### src/tpcd_pkg.sv
// Shared types and constants for the tracker pattern chunk decoder.
`timescale 1ns / 1ps
package tpcd_pkg;

  localparam int EffectSlots = 4;
  localparam int Channels    = 32;
  localparam int ChanW       = $clog2(Channels);
  localparam int QueueDepth  = 4;

  // configuration register indexes
  localparam logic [1:0] CFG_NOTE_OFFSET   = 2'd0;
  localparam logic [1:0] CFG_KEYOFF_ENABLE = 2'd1;
  localparam logic [1:0] CFG_ROW_COUNT     = 2'd2;

  // event kinds
  localparam logic [3:0] EV_EMPTY_ROW  = 4'd0;
  localparam logic [3:0] EV_NOTE       = 4'd1;
  localparam logic [3:0] EV_KEYOFF     = 4'd2;
  localparam logic [3:0] EV_INSTRUMENT = 4'd3;
  localparam logic [3:0] EV_VOLUME     = 4'd4;
  localparam logic [3:0] EV_PAN        = 4'd5;
  localparam logic [3:0] EV_DELAY      = 4'd6;
  localparam logic [3:0] EV_EFFECT     = 4'd7;
  localparam logic [3:0] EV_DROPPED    = 4'd8;
  localparam logic [3:0] EV_NONE       = 4'd9;

  // command numbers handled specially
  localparam logic [5:0] CMD_TONE_PORTA = 6'h03;
  localparam logic [5:0] CMD_PORTA_VOL  = 6'h05;
  localparam logic [5:0] CMD_FINE_PORTA = 6'h15;
  localparam logic [5:0] CMD_PAN        = 6'h08;
  localparam logic [5:0] CMD_VOLUME     = 6'h0c;
  localparam logic [5:0] CMD_EXTENDED   = 6'h0e;

  // byte classification made by the front end
  typedef struct packed {
    logic       is_empty_row; // 0xff
    logic       has_note;     // low 7 bits nonzero
    logic       is_zero;      // whole byte zero
    logic       hi_nib_zero;  // upper nibble 0 (pan)
    logic       hi_nib_d;     // upper nibble 0xd (delay note)
  } byte_class_t;

  typedef struct packed {
    logic [7:0]  data;
    logic        last;
    logic        start;
    byte_class_t cls;
  } item_t;

  typedef struct packed {
    logic [6:0] note_offset;
    logic       keyoff_enable;
    logic [8:0] row_count;
  } cfg_t;

  typedef struct packed {
    logic       pattern_done;
    logic       truncated;
    logic       portamento;
    logic [2:0] effect_slot;
    logic [5:0] command;
    logic [7:0] value;
    logic [7:0] row;
    logic [4:0] channel;
    logic [3:0] event_kind;
  } result_t;

endpackage

### src/tpcd_front.sv
// Front end: input register and byte classification.
`timescale 1ns / 1ps
module tpcd_front import tpcd_pkg::*; (
  input  logic       clk,
  input  logic       rst,
  input  logic       in_valid,
  output logic       in_ready,
  input  logic [7:0] in_data,
  input  logic       in_last,
  input  logic       in_start,
  output logic       push,
  output item_t      push_item,
  input  logic       queue_full
);

  logic  held;
  item_t item;

  assign push      = held && !queue_full;
  assign in_ready  = !held || !queue_full;
  assign push_item = item;

  always_ff @(posedge clk) begin
    if (rst) begin
      held <= 1'b0;
    end else if (in_ready) begin
      held <= in_valid;
    end
  end

  always_ff @(posedge clk) begin
    if (in_valid && in_ready) begin
      item.data             <= in_data;
      item.last             <= in_last;
      item.start            <= in_start;
      item.cls.is_empty_row <= (in_data == 8'hff);
      item.cls.has_note     <= (in_data[6:0] != 7'd0);
      item.cls.is_zero      <= (in_data == 8'h00);
      item.cls.hi_nib_zero  <= (in_data[7:4] == 4'h0);
      item.cls.hi_nib_d     <= (in_data[7:4] == 4'hd);
    end
  end

endmodule

### src/tpcd_queue.sv
// Short queue between the front end and the parser.
`timescale 1ns / 1ps
module tpcd_queue import tpcd_pkg::*; (
  input  logic  clk,
  input  logic  rst,
  input  logic  push,
  input  item_t push_item,
  output logic  full,
  input  logic  pop,
  output logic  not_empty,
  output item_t head_item
);

  localparam int PtrW = $clog2(QueueDepth);

  item_t           slots [QueueDepth];
  logic [PtrW-1:0] wr_ptr;
  logic [PtrW-1:0] rd_ptr;
  logic [PtrW:0]   count;

  assign full      = (count == (PtrW + 1)'(QueueDepth));
  assign not_empty = (count != '0);
  assign head_item = slots[rd_ptr];

  always_ff @(posedge clk) begin
    if (rst) begin
      wr_ptr <= '0;
      rd_ptr <= '0;
      count  <= '0;
    end else begin
      if (push) begin
        wr_ptr <= wr_ptr + 1'b1;
      end
      if (pop) begin
        rd_ptr <= rd_ptr + 1'b1;
      end
      if (push && !pop) begin
        count <= count + 1'b1;
      end else if (pop && !push) begin
        count <= count - 1'b1;
      end
    end
  end

  always_ff @(posedge clk) begin
    if (push) begin
      slots[wr_ptr] <= push_item;
    end
  end

endmodule

### src/tpcd_back.sv
// Back end: chunk parser, row and effect tracking, output register.
`timescale 1ns / 1ps
module tpcd_back import tpcd_pkg::*; (
  input  logic    clk,
  input  logic    rst,
  input  cfg_t    cfg,
  input  logic    item_valid,
  input  item_t   item,
  output logic    pop,
  output logic    out_valid,
  input  logic    out_ready,
  output result_t out_result
);

  localparam logic [2:0] PH_HEAD       = 3'd0;
  localparam logic [2:0] PH_NOTE       = 3'd1;
  localparam logic [2:0] PH_INST_END   = 3'd2;
  localparam logic [2:0] PH_INST_CMD   = 3'd3;
  localparam logic [2:0] PH_CMD        = 3'd4;
  localparam logic [2:0] PH_PARAM_END  = 3'd5;
  localparam logic [2:0] PH_PARAM_MORE = 3'd6;

  logic [2:0]       phase, phase_next;
  logic [ChanW-1:0] chan, chan_next;
  logic [8:0]       row_pos, row_pos_next;
  logic             last_on_row, last_on_row_next;
  logic [5:0]       pend_cmd, pend_cmd_next;
  logic             finished, finished_next;
  logic [2:0]       fx_count [Channels];

  logic             produce;
  result_t          res;
  logic             fx_inc;
  logic             row_adv;
  logic [2:0]       fx_cur;
  logic [2:0]       ph_e;
  logic [8:0]       rp_e;
  logic             lor_e;
  logic [5:0]       pc_e;
  logic [7:0]       b;

  assign pop = item_valid && (!out_valid || out_ready);
  assign b   = item.data;

  always_comb begin
    // start of pattern clears before the byte is taken
    ph_e   = item.start ? PH_HEAD : phase;
    rp_e   = item.start ? 9'd0 : row_pos;
    lor_e  = item.start ? 1'b0 : last_on_row;
    pc_e   = item.start ? 6'd0 : pend_cmd;
    fx_cur = item.start ? 3'd0 : fx_count[chan];

    phase_next       = ph_e;
    chan_next        = chan;
    row_pos_next     = rp_e;
    last_on_row_next = lor_e;
    pend_cmd_next    = pc_e;
    finished_next    = item.start ? 1'b0 : finished;
    produce          = 1'b0;
    fx_inc           = 1'b0;
    row_adv          = 1'b0;
    res              = '0;
    res.event_kind   = EV_NONE;
    res.row          = rp_e[7:0];

    if (finished_next || rp_e >= cfg.row_count) begin
      finished_next = 1'b1;
    end else begin
      produce = 1'b1;
      case (ph_e)
        PH_HEAD: begin
          if (item.cls.is_empty_row) begin
            res.event_kind = EV_EMPTY_ROW;
            chan_next      = '0;
            row_adv        = 1'b1;
          end else begin
            chan_next        = b[4:0];
            last_on_row_next = b[7];
            phase_next       = b[6] ? PH_CMD : PH_NOTE;
          end
        end
        PH_NOTE: begin
          if (item.cls.has_note) begin
            if (cfg.keyoff_enable && b[6:0] == 7'd1) begin
              res.event_kind = EV_KEYOFF;
            end else begin
              res.event_kind = EV_NOTE;
              res.value      = {1'b0, b[6:0]} + {1'b0, cfg.note_offset};
            end
          end
          phase_next = b[7] ? PH_INST_CMD : PH_INST_END;
        end
        PH_INST_END, PH_INST_CMD: begin
          if (!item.cls.is_zero) begin
            res.event_kind = EV_INSTRUMENT;
            res.value      = b - 8'd1;
          end
          if (ph_e == PH_INST_CMD) begin
            phase_next = PH_CMD;
          end else begin
            phase_next = PH_HEAD;
            row_adv    = lor_e;
          end
        end
        PH_CMD: begin
          if (b[6]) begin
            res.event_kind = EV_VOLUME;
            res.value      = {b[5:0], 1'b0};
            if (b[7]) begin
              phase_next = PH_CMD;
            end else begin
              phase_next = PH_HEAD;
              row_adv    = lor_e;
            end
          end else begin
            pend_cmd_next = b[5:0];
            phase_next    = b[7] ? PH_PARAM_MORE : PH_PARAM_END;
          end
        end
        default: begin
          // parameter byte of a pending command
          if (pc_e == CMD_PAN && item.cls.hi_nib_zero) begin
            res.event_kind = EV_PAN;
            res.value      = b;
          end else if (pc_e == CMD_VOLUME) begin
            res.event_kind = EV_VOLUME;
            res.value      = b;
          end else if (pc_e == CMD_EXTENDED && item.cls.hi_nib_d) begin
            res.event_kind = EV_DELAY;
            res.value      = {4'h0, b[3:0]};
          end else begin
            res.command = pc_e;
            res.value   = b;
            if (fx_cur < 3'(EffectSlots)) begin
              res.event_kind  = EV_EFFECT;
              res.effect_slot = fx_cur;
              fx_inc          = 1'b1;
            end else begin
              res.event_kind = EV_DROPPED;
            end
            res.portamento = (pc_e == CMD_TONE_PORTA) || (pc_e == CMD_PORTA_VOL) ||
                             (pc_e == CMD_FINE_PORTA);
          end
          if (ph_e == PH_PARAM_MORE) begin
            phase_next = PH_CMD;
          end else begin
            phase_next = PH_HEAD;
            row_adv    = lor_e;
          end
        end
      endcase

      if (row_adv) begin
        row_pos_next = rp_e + 9'd1;
      end
      res.channel = (res.event_kind == EV_EMPTY_ROW) ? 5'd0 : chan_next;
      if (item.last) begin
        if (phase_next != PH_HEAD) begin
          res.truncated = 1'b1;
          phase_next    = PH_HEAD;
        end
        finished_next = 1'b1;
      end
      if (row_pos_next >= cfg.row_count) begin
        finished_next    = 1'b1;
        res.pattern_done = 1'b1;
      end
    end
  end

  always_ff @(posedge clk) begin
    if (rst) begin
      phase       <= PH_HEAD;
      chan        <= '0;
      row_pos     <= '0;
      last_on_row <= 1'b0;
      pend_cmd    <= '0;
      finished    <= 1'b0;
      out_valid   <= 1'b0;
      for (int i = 0; i < Channels; i++) begin
        fx_count[i] <= '0;
      end
    end else begin
      if (pop) begin
        phase       <= phase_next;
        chan        <= chan_next;
        row_pos     <= row_pos_next;
        last_on_row <= last_on_row_next;
        pend_cmd    <= pend_cmd_next;
        finished    <= finished_next;
        out_valid   <= produce;
        for (int i = 0; i < Channels; i++) begin
          if (row_adv) begin
            fx_count[i] <= '0;
          end else if (fx_inc && chan == ChanW'(i)) begin
            fx_count[i] <= fx_cur + 3'd1;
          end else if (item.start) begin
            fx_count[i] <= '0;
          end
        end
      end else if (out_ready) begin
        out_valid <= 1'b0;
      end
    end
  end

  always_ff @(posedge clk) begin
    if (pop) begin
      out_result <= res;
    end
  end

endmodule

### src/tracker_pattern_chunk_decoder_top.sv
// Top level of the tracker pattern chunk decoder.
`timescale 1ns / 1ps
// Decodes packed tracker pattern data, one byte per input transaction.
// Input stream (s_*): tdata carries the pattern byte, tlast marks the final
// byte of the buffer, tuser set clears row, parse state, effect counts and
// the finished flag before the byte is taken.
// Output stream (m_*): one decoded event per byte that is not ignored;
// bytes after the buffer end or past the last row give no transaction.
// Config port: cfg_we writes cfg_data into register cfg_index
// (0 note offset, 1 key-off enable, 2 row count); write only while idle.
// Path from input transaction to output valid: input register (loads on
// the accepting edge), queue slot write, parser output register.
// Throughput: one byte per cycle while the output is not stalled; the
// parser retires one queue entry per cycle when m_tready allows, and its
// state loop (phase, row, per-channel effect count) is combinational.
// Reset: rst clears parse state, row, counts, queue and restores register
// defaults (offset 24, key-off on, 64 rows).
// Stall: when m_tready is low the result register holds; the 4-entry queue
// and input register keep taking bytes until full, then s_tready drops.
module tracker_pattern_chunk_decoder_top import tpcd_pkg::*; (
  input  logic        clk,
  input  logic        rst,
  input  logic        s_tvalid,
  output logic        s_tready,
  input  logic [7:0]  s_tdata,  // data_byte[7:0]
  input  logic        s_tlast,
  input  logic        s_tuser,  // start_pattern
  output logic        m_tvalid,
  input  logic        m_tready,
  // event_kind[3:0], channel[8:4], row[16:9], value[24:17], command[30:25],
  // effect_slot[33:31], portamento[34], truncated[35], pattern_done[36], zero pad
  output logic [39:0] m_tdata,
  input  logic        cfg_we,
  input  logic [1:0]  cfg_index,
  input  logic [8:0]  cfg_data
);

  cfg_t    cfg;
  logic    push, full, pop, q_valid;
  item_t   push_item, head_item;
  result_t result;

  // configuration registers
  always_ff @(posedge clk) begin
    if (rst) begin
      cfg.note_offset   <= 7'd24;
      cfg.keyoff_enable <= 1'b1;
      cfg.row_count     <= 9'd64;
    end else if (cfg_we) begin
      case (cfg_index)
        CFG_NOTE_OFFSET:   cfg.note_offset   <= cfg_data[6:0];
        CFG_KEYOFF_ENABLE: cfg.keyoff_enable <= cfg_data[0];
        CFG_ROW_COUNT:     cfg.row_count     <= cfg_data;
        default: ;
      endcase
    end
  end

  tpcd_front u_front (
    .clk        (clk),
    .rst        (rst),
    .in_valid   (s_tvalid),
    .in_ready   (s_tready),
    .in_data    (s_tdata),
    .in_last    (s_tlast),
    .in_start   (s_tuser),
    .push       (push),
    .push_item  (push_item),
    .queue_full (full)
  );

  tpcd_queue u_queue (
    .clk       (clk),
    .rst       (rst),
    .push      (push),
    .push_item (push_item),
    .full      (full),
    .pop       (pop),
    .not_empty (q_valid),
    .head_item (head_item)
  );

  tpcd_back u_back (
    .clk        (clk),
    .rst        (rst),
    .cfg        (cfg),
    .item_valid (q_valid),
    .item       (head_item),
    .pop        (pop),
    .out_valid  (m_tvalid),
    .out_ready  (m_tready),
    .out_result (result)
  );

  assign m_tdata = {3'b000, result};

endmodule

### config.mk
export PLATFORM = sky130hd
export DESIGN_NAME = tracker_pattern_chunk_decoder_top
export DESIGN_NICKNAME = d
export VERILOG_FILES = /design/src/tpcd_pkg.sv /design/src/tpcd_front.sv /design/src/tpcd_queue.sv /design/src/tpcd_back.sv /design/src/tracker_pattern_chunk_decoder_top.sv
export SDC_FILE = /design/constraint.sdc
export NUM_CORES = 1
export LEC_CHECK = 0
export ABC_AREA = 0
export BUFFER_PORTS_ARGS = -buffer_cell sky130_fd_sc_hd__buf_2
export CORE_AREA = 2 2 160 147
export CTS_BUF_LIST = sky130_fd_sc_hd__clkbuf_8
export CTS_CLUSTER_DIAMETER = 60
export DETAILED_ROUTE_END_ITERATION = 8
export DIE_AREA = 0 0 162 149
export PLACE_DENSITY = 0.77
export SLEW_MARGIN = 20
export SYNTH_ARGS = -nofsm -noshare
export SYNTH_HDL_FRONTEND = slang
export SYNTH_SLANG_ARGS = --single-unit
### constraint.sdc
create_clock -name clk -period 5.2 [get_ports clk]
set_input_delay 0.52 -clock clk [delete_from_list [all_inputs] [get_ports clk]]
set_output_delay 0.52 -clock clk [all_outputs]
set_load 0.02 [all_outputs]
## Word level (Yosys, flattened, before mapping)

Memories as Yosys holds them, arrays and structs flattened. A register that Yosys moved wholly into a read port is not among the register bits.
Index checks and enable logic that the tools add are counted.

| word-level totals | value |
|---|---|
| memories | 2 |
| logic and storage cells | 764 |
| RAM bits | 156 |
| flip-flop bits (word level) | 103 |
| output and inout bits | 42 |

Memory list:

| name | words | width | rd ports | clocked after Yosys merged registers in | write ports | RTL line | RTL |
|---|---|---|---|---|---|---|---|
| u_back.fx_count | 32 | 3 | 1 | 1 | 32 | tpcd_back.sv:29 | `logic [2:0] fx_count [Channels];` |
| u_queue.slots | 4 | 15 | 1 | 1 | 1 | tpcd_queue.sv:16 | `item_t slots [QueueDepth];` |

| operators by class | value |
|---|---|
| bitwise logic cells | 99 |
| reduce and logical (&&, ||, !) cells | 71 |
| $add $sub $neg | 8 |
| equal/unequal tests | 48 |
| muxes and demuxes | 502 |
| order comparisons | 3 |

Operator list:

| kind | number |
|---|---|
| 2-to-1 mux 1 bit | 356 |
| 2-to-1 mux 3 bit | 110 |
| bitwise OR 1 bit | 96 |
| == test 5 bit (second input constant) | 16 |
| 2-to-1 mux 8 bit | 6 |
| == test 5 x 4 -> 1 bit (second input constant) | 8 |
| logical AND 1 bit | 40 |
| 2-to-1 mux 4 bit | 9 |
| 2-to-1 mux 9 bit | 4 |
| one-hot mux 8 bit (4 select lines) | 1 |
| 2-to-1 mux 6 bit | 4 |
| == test 5 x 3 -> 1 bit (second input constant) | 4 |
| 2-to-1 mux 5 bit | 4 |
| == test 6 x 4 -> 1 bit (second input constant) | 3 |
| greater-or-equal comparator 9 bit | 2 |
| one-hot mux 4 bit (4 select lines) | 1 |
| one-hot mux 3 bit (4 select lines) | 1 |
| == test 5 x 2 -> 1 bit (second input constant) | 2 |
| OR reduction 10 bit | 1 |
| adder 9 x 1 -> 9 bit (second input constant) | 1 |
| == test 3 bit (second input constant) | 3 |
| OR reduction 9 bit | 1 |
| adder 7 x 7 -> 8 bit | 1 |
| == test 8 bit (second input constant) | 1 |
| other kinds (32) | 56 |

## Depth between registers and ports, before layout

Gate-level depths: netlist of the first run.

| logic depth | value |
|---|---|
| word-level depth | 16 |
| depth in mapped cells | 15 |

## Cells and area by module

A second synthesis of the first run with hierarchy kept.

| unflattened totals | value |
|---|---|
| cells, all modules | 1,054 |
| area, all modules | 13,063.8 um^2 |

Modules (own cells, without submodules):

| module | instances | area an instance (um^2) | cells an instance |
|---|---|---|---|
| tpcd_back | 1 | 9,117.5 | 824 |
| tpcd_queue | 1 | 2,625.0 | 122 |
| tracker_pattern_chunk_decoder_top | 1 | 769.5 | 77 |
| tpcd_front | 1 | 551.8 | 31 |

## Least setup slack after synthesis of the first run

OpenSTA, ideal clock, no wires.

| timing path | value |
|---|---|
| path type | flip-flop to flip-flop |
| start point | register with a tool-made name |
| end point | memory u_back.fx_count[16][0] (enable) |
| setup slack | 1,193 ps |
| library setup time | 344 ps |
| path buffers | 5 |
| cell stages (with the launch flop) | 15 |
| data arrival time | 3,663 ps |
| period minus slack after synthesis | 4,007 ps |
| cells stage by stage | dfxtp_1 -> buf_6 -> mux4_2 -> buf_2 -> clkbuf_1 -> nor2b_1 -> ha_1 -> and3_1 -> nor2b_1 -> a211oi_1 -> and3_1 -> clkbuf_1 -> o22ai_1 -> clkbuf_1 -> o21ai_0 |

RTL lines:

| what | RTL line |
|---|---|
| to (decl) | tpcd_back.sv:29 |

==> impl_metrics.json, run 1 <==
{
  "outcome": "finished, final reports clean",
  "synth.avg_cell_area_um2": 12.26,
  "grt_max_degree": 97,
  "worstSetupEndpointType": "flop",
  "muxShareOfSynthArea_pct": 10.72,
  "crit_buf_inv": 1,
  "drc_errors": 0,
  "worstHoldStart": "s_tlast",
  "fp.coreArea_um2": 22680,
  "crit_arrival_ps": 4840,
  "p_leak_nw": 5.006,
  "cts.sinks": 266,
  "finClkSkew_ps": 33.09,
  "synthToLayoutAreaGrowth_pct": 10.39,
  "post_cts.repair.setup_buffers": 0,
  "syn_area_um2": 12810,
  "portBuffers": 64,
  "grt_pass1_vias": 8600,
  "start_kind": "flop",
  "total_power_mw": 7.655,
  "num_rows": 53,
  "max_stage_delay_ps": 700,
  "r2r_setup_slack_ps": 580,
  "hold_ws_ps": 136.7,
  "instances_no_fill": 1435,
  "cts_made_buffers": 43,
  "postPlaceCellArea_um2": 13340,
  "fillCellCount": 1755,
  "multiInputGateArea_um2": 5002,
  "tightest_slew_ps": 1043,
  "io_pins": 68,
  "synth_top_family_by_area": "simple AND/OR/NAND/NOR gates",
  "yosys_warnings": 0,
  "clkLatencyLatePin_ps": 560,
  "synth_compound_area_share_pct": 7.606,
  "gp_congestion": 0.9086,
  "wire_per_inst_um": 20.23,
  "start_util_pct": 56.50,
  "cpMaxStageDelayCell": "buf_4",
  "vdd_drop_max_mv": 0.2805,
  "drt_pass1_iterations": 5,
  "synth_xor_area_share_pct": 1.435,
  "rsz0062_at_grt": "no",
  "die_y_um": 149,
  "syn_inst": 1045,
  "worstSetupPathDepth": 12,
  "holdPathStages": 1,
  "dp_hpwl_um": 19870,
  "worstSetupPathType": "flop to flop",
  "maxCapViolCount": 0,
  "synth_edf_count": 208,
  "final_nets": 1159,
  "die-area_um2": 24140,
  "min_to": "u_front.push_item[6]$_DFFE_PP_",
  "clkTransAtPathRegs_ps": 60,
  "vias": 8934,
  "ys_seq_area_share_pct": 57.80,
  "seq_area_um2": 7407,
  "synth.distinct_cells": 66,
  "yosys.area_share.simple_pct": 15.46,
  "cts_buffer_depth": 3,
  "hold_viol": 0,
  "drt_iter0_markers": 1012,
  "power_density_nw_per_um2": 541.1,
  "die_x_um": 162,
  "fin_area_um2": 14150,
  "final_common_cell": "edfxtp_1",
  "drive_gt1_share_pct": 17.21,
  "synthAdderAreaFrac_pct": 3.437,
  "r2r-end": "u_back.fx_count[27][0]$_SDFFCE_PP0P_",
  "worstPathRequired_ps": 5420,
  "placed_cells": 1356,
  "finalWirelength_um": 29030,
  "ff2ff_path_depth": 12,
  "crit_family": "simple AND/OR/NAND/NOR gates",
  "synthArstFlopShare_pct": 0,
  "grt_usage_pct": 24.45,
  "final_cell_mix": "edfxtp_1 (208), nor3_1 (85), nor2_1 (67)",
  "cts_tree": "done",
  "diodes": 0,
  "finalSetupViolations": 0,
  "ctsResizeCount": 0,
  "htreeDepth": 2,
  "viasPerCell": 6.226,
  "ant_nets": 0,
  "crit_chain": "mux2i_1, mux2_2, nand2_1, ha_1, nand2b_1, a2111oi_0, nor3_1, o211ai_1, nand3_1, nand2_4, buf_4, o21ai_0",
  "root_buffer": "clkbuf_8",
  "cts_hold_buf": 0,
  "grt_pass1_wl_um": 46210,
  "crit_fanout": 96,
  "final.period_utilization_pct": 88.83,
  "drv_slew": 0,
  "post-route-min-period_ps": 4619,
  "synth-seq-cells": 266,
  "hp-class": "input port to flop",
  "fmax_ghz": 0.2165,
  "grt-ovfl-total": 0,
  "tns_ps": 0,
  "antenna_found_initial": 0,
  "synth_ff_type": "edfxtp_1",
  "slew_headroom_pct": 30.39
}
-- layer usage --
layer	part of all wire (%)	global-route usage, %
met1	42	35.48
met2	47	38.06
met3	9.3	4.587
met4	1.9	7.168
met5	0	0
-- synthesized netlist by cell type, drive strengths merged, types with 3 or more instances --
| library cell | number | share of area (%) |
|---|---|---|
| nand3b | 3 | 0.18 |
| xnor2 | 13 | 0.89 |
| nor3b | 5 | 0.29 |
| nand3 | 47 | 1.8 |
| or4 | 5 | 0.29 |
| nor2b | 18 | 0.88 |
| mux2i | 36 | 2.8 |
| o2111ai | 3 | 0.21 |
| clkbuf | 43 | 1.3 |
| o21ai | 61 | 2.4 |
| a21o | 9 | 0.53 |
| xor2 | 8 | 0.55 |
| mux4 | 44 | 7.7 |
| o22ai | 5 | 0.24 |
| nor3 | 85 | 3.3 |
| dfxtp | 58 | 9.1 |
| buf | 33 | 1.5 |
| nor4 | 45 | 2.4 |
| a41oi | 3 | 0.21 |
| and3 | 7 | 0.34 |
| nand2 | 62 | 1.8 |
| a221oi | 4 | 0.27 |
| and2 | 16 | 0.78 |
| a21oi | 31 | 1.2 |
| ha | 32 | 3.1 |
| edfxtp | 208 | 49 |
| or3 | 4 | 0.20 |
| a22o | 6 | 0.41 |
| inv | 24 | 0.70 |
| nor2 | 69 | 2.0 |
| nand2b | 11 | 0.54 |
| a32o | 4 | 0.31 |
| a31oi | 11 | 0.65 |
-- sequential cells by signal, summed over array words and instances, names as in the netlist, 5 cells and up, named ones only --
signal / count
u_back.out_result: 37
u_front.push_item: 15
u_back.chan: 5
u_back.row_pos: 9
u_back.pend_cmd: 6
u_queue.slots: 60
u_back.fx_count: 96
cfg: 17
-- report_power, final --
group | internal [mW] | switching (mW) | leakage, nW | total (mW)
registers | 3.04 | 0.275 | 2.56 | 3.32
clock network | 0.844 | 0.812 | 0.502 | 1.66
logic | 0.905 | 1.77 | 1.95 | 2.68
total | 4.79 | 2.86 | 5.01 | 7.65
-- stage by stage --
stage | util (%) | worst slack, ps
after CTS | 62.37 | 640.2
after global placement | 58.80 | 802.8
final | 62.37 | 580.7
after detailed placement | 58.80 | 675.2
after global routing | 62.37 | 184.8
after floorplan | - | 1193
-- worst reg2reg max path: stages, from the launching register on --
cell	delay, ps
dfxtp_1	510
mux2i_1	260
mux2_2	380
nand2_1	130
ha_1	280
nand2b_1	150
a2111oi_0	400
nor3_1	120
o211ai_1	220
nand3_1	340
nand2_4	340
buf_4	700
o21ai_0	470
-- worst max-delay path by stage --
stage | to | slack, ps
global route | u_back.fx_count[13][1]$_SDFFCE_PP0P_ | 180
floorplan | u_back.fx_count[16][0]$_SDFFCE_PP0P_ | 1190
global placement | u_back.fx_count[27][0]$_SDFFCE_PP0P_ | 800
detailed placement | u_back.fx_count[20][1]$_SDFFCE_PP0P_ | 680
CTS | u_back.fx_count[20][0]$_SDFFCE_PP0P_ | 640
finish | u_back.fx_count[27][0]$_SDFFCE_PP0P_ | 580
-- layout make-up --
class                   instances  share of cell area [%]
clock inverters                32                   1.150
well taps                     302                   2.671
repair buffers                 82                   3.220
clock buffers                  47                   4.573
multi-input cells             681                   35.36
flip-flops and latches        266                   52.36
inverters                      25                  0.6634
-- cell families (layout without fill, tap and decap cells) --
group / after synthesis / count (layout)
AOI/OAI and AO/OA: 155 / 155
xor gates and xnor gates: 21 / 21
adders and majority gates: 34 / 34
buffers and inverters: 101 / 186
DFF: 266 / 266
muxes: 82 / 82
other: 1 / 4
and+or+nand+nor: 385 / 385
No activity file was read; power rests on OpenSTA's default activity.
==> run 2: changes to the inputs <==
--- a/config.mk
+++ b/config.mk
@@ -7,12 +7,11 @@
 export LEC_CHECK = 0
 export ABC_AREA = 0
 export BUFFER_PORTS_ARGS = -buffer_cell sky130_fd_sc_hd__buf_2
-export CORE_AREA = 2 2 160 147
+export CORE_AREA = 2 2 214 195
 export CTS_BUF_LIST = sky130_fd_sc_hd__clkbuf_8
 export CTS_CLUSTER_DIAMETER = 60
 export DETAILED_ROUTE_END_ITERATION = 8
-export DIE_AREA = 0 0 162 149
-export PLACE_DENSITY = 0.77
+export DIE_AREA = 0 0 216 197
 export SLEW_MARGIN = 20
 export SYNTH_ARGS = -nofsm -noshare
 export SYNTH_HDL_FRONTEND = slang
==> run 2 against run 1 <==
Register-to-register slack gained 230 ps. Clock skew shrank 13 ps. Sequential power is essentially flat. Hold slack lost 38 ps. Flip-flop and latch count is the same. Highest routed layer is now met5. Global-route usage shrank 8.7 points. Clock power grew 16%.
==> impl_metrics.json, run 2 (synthesis gave the netlist of run 1 again) <==
{
  "crit_arrival_ps": 4640,
  "crit_chain": "mux4_2, nor2b_1, ha_1, a2111oi_0, nor3_1, o211a_1, nor4_4, nand2_4, buf_12, o21ai_0",
  "drt_pass1_iterations": 5,
  "final_cell_mix": "edfxtp_1 (208), nor3_1 (85), nor2_1 (67)",
  "dp_hpwl_um": 23190,
  "ctsResizeCount": 0,
  "crit_buf_inv": 1,
  "rsz0062_at_grt": "no",
  "synthToLayoutAreaGrowth_pct": 13.76,
  "fmax_ghz": 0.2277,
  "p_leak_nw": 5.041,
  "final_util_pct": 36.18,
  "drt_iter0_markers": 876,
  "final_common_cell": "edfxtp_1",
  "cts.sinks": 266,
  "post-route-min-period_ps": 4392,
  "clkLatencyLatePin_ps": 600,
  "total_power_mw": 8.006,
  "root_buffer": "clkbuf_8",
  "htreeDepth": 2,
  "crit_family": "compound AO/OA/AOI/OAI gates",
  "cts_made_buffers": 45,
  "start_util_pct": 31.81,
  "die-area_um2": 42550,
  "post_cts.repair.setup_buffers": 0,
  "cpMaxStageDelayCell": "mux4_2",
  "pre_cts_ws_ps": 906.5,
  "tns_ps": 0,
  "power_density_nw_per_um2": 549.2,
  "holdPathStages": 1,
  "grt_usage_pct": 15.77,
  "tightest_slew_ps": 999.3,
  "vias": 8973,
  "clkTransAtPathRegs_ps": 60,
  "cts_hold_buf": 0,
  "worstSetupEndpointType": "flop",
  "finalSetupViolations": 0,
  "final_nets": 1162,
  "crit_fanout": 96,
  "wire_per_inst_um": 19.95,
  "drc_errors": 0,
  "worstPathRequired_ps": 5450,
  "num_rows": 70,
  "die_y_um": 197,
  "grt-ovfl-total": 0,
  "drive_gt1_share_pct": 18.01,
  "hold_viol": 0,
  "maxCapViolCount": 0,
  "largest_register_ffs": 96,
  "fillCellCount": 3960,
  "hold_ws_ps": 98.41,
  "die_x_um": 216,
  "drv_slew": 0,
  "cts_tree": "done",
  "portBuffers": 64,
  "finClkSkew_ps": 20.05,
  "grt_pass1_vias": 8787,
  "grt_pass1_wl_um": 52070,
  "gp_congestion": 0.8830,
  "vdd_drop_max_mv": 0.2378,
  "finalWorstSetupSlack_ps": 808.4,
  "diodes": 0,
  "hp-class": "input port to flop",
  "max_stage_delay_ps": 650,
  "slew_headroom_pct": 32.44,
  "outcome": "finished, final reports clean",
  "io_pins": 68,
  "antenna_found_initial": 1,
  "top_regs": "u_back.fx_count: 96 flops, u_queue.slots: 60 flops, u_back.out_result: 37 flops",
  "grt_max_degree": 97,
  "multiInputGateArea_um2": 4997,
  "fp.coreArea_um2": 40290,
  "finalWirelength_um": 33480,
  "cts_buffer_depth": 3,
  "seq_area_um2": 7407,
  "worstSetupPathDepth": 10,
  "ant_nets": 0,
  "worstSetupPathType": "flop to flop",
  "final.period_utilization_pct": 84.45,
  "top_register": "u_back.fx_count",
  "start_kind": "flop",
  "ff2ff_path_depth": 10,
  "viasPerCell": 5.347
}
==> run 2: area by class of cell <==
class                      instances  area share [%]
clock buffer                      50           4.721
clock inverter                    33           1.562
inverter                          25          0.6437
multi-input combinational        681           34.28
sequential                       266           50.81
tap                              540           4.635
timing repair buffer              83           3.347
==> run 2: path summary, 6_finish.rpt <==
path	from	to	slack [ps]
max	u_queue.slots[3][5]$_DFFE_PP_	u_back.fx_count[10][1]$_SDFFCE_PP0P_	810
min	s_tlast	u_front.push_item[6]$_DFFE_PP_	100
max reg2reg	u_queue.slots[3][5]$_DFFE_PP_	u_back.fx_count[10][1]$_SDFFCE_PP0P_	810
min reg2reg	cfg[9]$_SDFFE_PP1P_	cfg[9]$_SDFFE_PP1P_	480
==> run 2: per-layer routing <==
metal	share of wire (%)	track usage [%]
met1	45	22.32
met5	0.024	0
met3	7.1	3.256
met4	2.3	5.200
met2	45	24.20
==> run 2: report_power, final <==
part           internal, mW  switching, mW
clock network          1.04          0.882
registers              3.04          0.293
logic                 0.909           1.84
total                  4.99           3.01
==> run 2: through the flow <==
stage | area, um2 | cells
global route | 14580 | 1678
detailed placement | 13660 | 1595
floorplan | 12830 | 1048
finish | 14580 | 1678
global placement | 13660 | 1595
CTS | 14580 | 1678
==> run 3: changes to the inputs <==
--- a/config.mk
+++ b/config.mk
@@ -5,13 +5,13 @@
 export SDC_FILE = /design/constraint.sdc
 export NUM_CORES = 1
 export LEC_CHECK = 0
-export ABC_AREA = 0
+export ABC_AREA = 1
 export BUFFER_PORTS_ARGS = -buffer_cell sky130_fd_sc_hd__buf_2
-export CORE_AREA = 2 2 214 195
+export CORE_AREA = 2 2 221 201
 export CTS_BUF_LIST = sky130_fd_sc_hd__clkbuf_8
 export CTS_CLUSTER_DIAMETER = 60
 export DETAILED_ROUTE_END_ITERATION = 8
-export DIE_AREA = 0 0 216 197
+export DIE_AREA = 0 0 223 203
 export SLEW_MARGIN = 20
 export SYNTH_ARGS = -nofsm -noshare
 export SYNTH_HDL_FRONTEND = slang
==> constraint.sdc (replaced) <==
create_clock -name clk -period 4.3 [get_ports clk]
set_input_delay 0.43 -clock clk [delete_from_list [all_inputs] [get_ports clk]]
set_output_delay 0.43 -clock clk [all_outputs]
set_load 0.02 [all_outputs]
==> run 3 against run 2 <==
Largest power group is now combinational logic. Critical endpoint is now u_back.finished$_SDFFE_PP0P_. Cell count is 26% higher. Non-clock buffer count is 15 higher. Count of clock-buffer cells in the layout stayed put. Cell area is 6.8% higher. Global-route usage is 0.20 points lower. Wire length is 6.9% higher. Flip-flop and latch count stayed put.
==> impl_metrics.json, run 3 <==
{
  "io_pins": 68,
  "p_seq_share_pct": 33.2,
  "fp.coreArea_um2": 42790,
  "pre_cts_ws_ps": 363.0,
  "synth_ff_type": "edfxtp_1",
  "drive_gt1_share_pct": 15.15,
  "top_regs": "u_back.fx_count: 96 flops, u_queue.slots: 60 flops, u_back.out_result: 37 flops",
  "diodes": 0,
  "ys_seq_area_share_pct": 54.47,
  "syn_area_um2": 13600,
  "synth_area_leaders": "edfxtp_1 (46%), dfxtp_1 (8.5%), nand2_1 (8.1%)",
  "finalWorstSetupSlack_ps": 476.0,
  "cts_made_buffers": 48,
  "switching_share_pct": 45.33,
  "final.period_utilization_pct": 88.93,
  "portBuffers": 64,
  "synth.distinct_cells": 52,
  "final_cell_mix": "nand2_1 (294), edfxtp_1 (208), inv_1 (132)",
  "grt_pass1_wl_um": 55300,
  "cts_tree": "done",
  "p_int_mw": 6.878,
  "yosysTopAreaCell": "edfxtp_1",
  "clkLatencyLatePin_ps": 620,
  "finClkSkew_ps": 44.20,
  "fin_area_um2": 15570,
  "rsz0062_at_grt": "no",
  "p_sw_mw": 5.703,
  "final_common_cell": "nand2_1",
  "worstPathRequired_ps": 4800,
  "synth_edf_count": 208,
  "power_density_nw_per_um2": 807.8,
  "grt_max_degree": 65,
  "tightest_slew_ps": 1038,
  "drc_errors": 0,
  "synth.avg_cell_area_um2": 9.424,
  "antenna_found_initial": 0,
  "fmax_ghz": 0.2615,
  "finalWirelength_um": 35780,
  "grt-ovfl-total": 0,
  "die_y_um": 203,
  "max_stage_delay_ps": 460,
  "synth_most_common_cell": "nand2_1",
  "grt_usage_pct": 15.58,
  "dp_hpwl_um": 24110,
  "ctsResizeCount": 0,
  "top_register": "u_back.fx_count",
  "worstSetupEndpointType": "flop",
  "crit_chain": "inv_6, nand2_1, nand3_2, nand2_4, inv_1, buf_4, nor2_1, nand3_1, nand3_2, nand2_1, nand2_1, inv_1, ha_1, a21oi_1, nor3_1, a211oi_1, nand4_1, nor2_1, nand2_1, o211ai_1, inv_1",
  "cpMaxStageDelayCell": "dfxtp_1",
  "worstSetupPathType": "flop to flop",
  "cts.sinks": 266,
  "clkTransAtPathRegs_ps": 60,
  "vias": 10610,
  "ant_nets": 0,
  "synth_top_area_share_pct": 45.93,
  "maxCapViolCount": 0,
  "crit_family": "simple AND/OR/NAND/NOR gates",
  "cpMostUsedCell": "nand2_1",
  "multiInputGateArea_um2": 5328,
  "drt_pass1_iterations": 5,
  "htreeDepth": 2,
  "start_util_pct": 31.78,
  "yosys_warnings": 0,
  "crit_fanout": 27,
  "finalSetupViolations": 0,
  "hold_viol": 0,
  "root_buffer": "clkbuf_8",
  "synthToLayoutAreaGrowth_pct": 14.52,
  "start_kind": "flop",
  "synthArstFlopShare_pct": 0,
  "slew_headroom_pct": 30.74,
  "synth-seq-cells": 266,
  "crit_arrival_ps": 4330,
  "gp_congestion": 0.8634,
  "grt_pass1_vias": 10050,
  "hp-class": "input port to flop",
  "vdd_drop_max_mv": 0.3903,
  "fillCellCount": 4227,
  "viasPerCell": 5.023,
  "final_nets": 1578,
  "power_frac_clock_pct": 21.0,
  "wire_per_inst_um": 16.93,
  "num_rows": 72,
  "p_leak_nw": 6.098,
  "outcome": "finished, final reports clean",
  "crit_buf_inv": 5,
  "die-area_um2": 45270,
  "largest_register_ffs": 96,
  "postPlaceCellArea_um2": 14430,
  "syn_inst": 1443,
  "tns_ps": 0,
  "die_x_um": 223,
  "cts_buffer_depth": 3,
  "pwr-share-comb_pct": 45.7,
  "drt_iter0_markers": 837,
  "seq_area_um2": 7407,
  "netlist_top_cells_count": "nand2_1 (294), edfxtp_1 (208), nor2_1 (122)",
  "drv_slew": 0,
  "post-route-min-period_ps": 3824
}
run 3: cell types whose count changed after synthesis, sizes merged, moves of 42 or more:
cell	previous run	this run
a21oi	31	73
inv	24	123
mux4	44	0
nand2	62	302
nand3	47	102
nor2	69	124
nor4	45	2
run 3: worst reg2reg max path: cells and delay by family (launching register included):
kind / cells / cell delay, ps
AND/OR/NAND/NOR: 12 / 1990
buffers and inverters: 5 / 540
flip-flops: 1 / 460
AO/OA/AOI/OAI: 3 / 420
adder cells (fa/ha/maj): 1 / 310
run 3: per-stage QoR:
stage / total power, mW / hold WS, ps / utilization, % / cells
2_1_floorplan: 8.207 / 435.4 / - / 1446
3_3_place_gp: 9.818 / 450.6 / 33.72 / 2016
3_5_place_dp: 9.901 / 458.5 / 33.72 / 2016
4_1_cts: 12.60 / 0.7696 / 36.36 / 2112
5_1_grt: 13.43 / 23.87 / 36.39 / 2113
6_report: 12.58 / 45.08 / 36.39 / 2113
run 3: timing repair:
action | in CTS | in global routing
endpoints found under the setup margin | 0 | 51
buffers inserted | 0 | 0
hold buffers | 6 | 0
hold endpoints to repair | 6 | 0
run 3: area by class of cell:
class | instances | share of cell area, %
multi-input cells | 980 | 34.21
clock buffers | 50 | 4.419
well taps | 555 | 4.459
clock inverters | 40 | 2.458
repair buffers | 98 | 3.872
inverters | 124 | 3.021
flip-flops and latches | 266 | 47.56
run 3: cell families (layout without fill, tap and decap cells):
group	count (synthesis)	after routing	share of synthesized area [%]
buffers and inverters	201	312	6.762
adders and majority gates	34	34	3.239
DFF	266	266	54.47
xor gates and xnor gates	7	7	0.4508
AOI/OAI and AO/OA	244	244	10.80
and+or+nand+nor	690	691	24.25
other	1	4	0.02757
run 3: power groups by stage:
stage	Sequential, mW	Clock (mW)	Combinational (mW)
after floorplan	4.27	0	3.94
after global placement	4.23	0	5.59
after detailed placement	4.22	0	5.68
after CTS	4.18	2.71	5.71
after global routing	4.26	2.82	6.35
final	4.18	2.64	5.75
run 3: per-layer routing:
layer	vias to the layer above	wire length [um]	track usage (%)
li1	5189	-	-
met1	5014	16460	21.30
met2	346	16210	24.83
met3	64	2076	2.533
met4	0	1035	5.896
met5	-	0	0
run 3: path summary, 6_finish.rpt:
path / startpoint / end / slack, ps / cells past startpoint
min: cfg_data[4] / cfg[14]$_SDFFE_PP1P_ / 50 / 3
min reg2reg: u_back.pend_cmd[2]$_SDFFE_PP0P_ / u_back.pend_cmd[2]$_SDFFE_PP0P_ / 460 / 2
max reg2reg: flop / u_back.finished$_SDFFE_PP0P_ / 480 / 21
max: flop / u_back.finished$_SDFFE_PP0P_ / 480 / 21
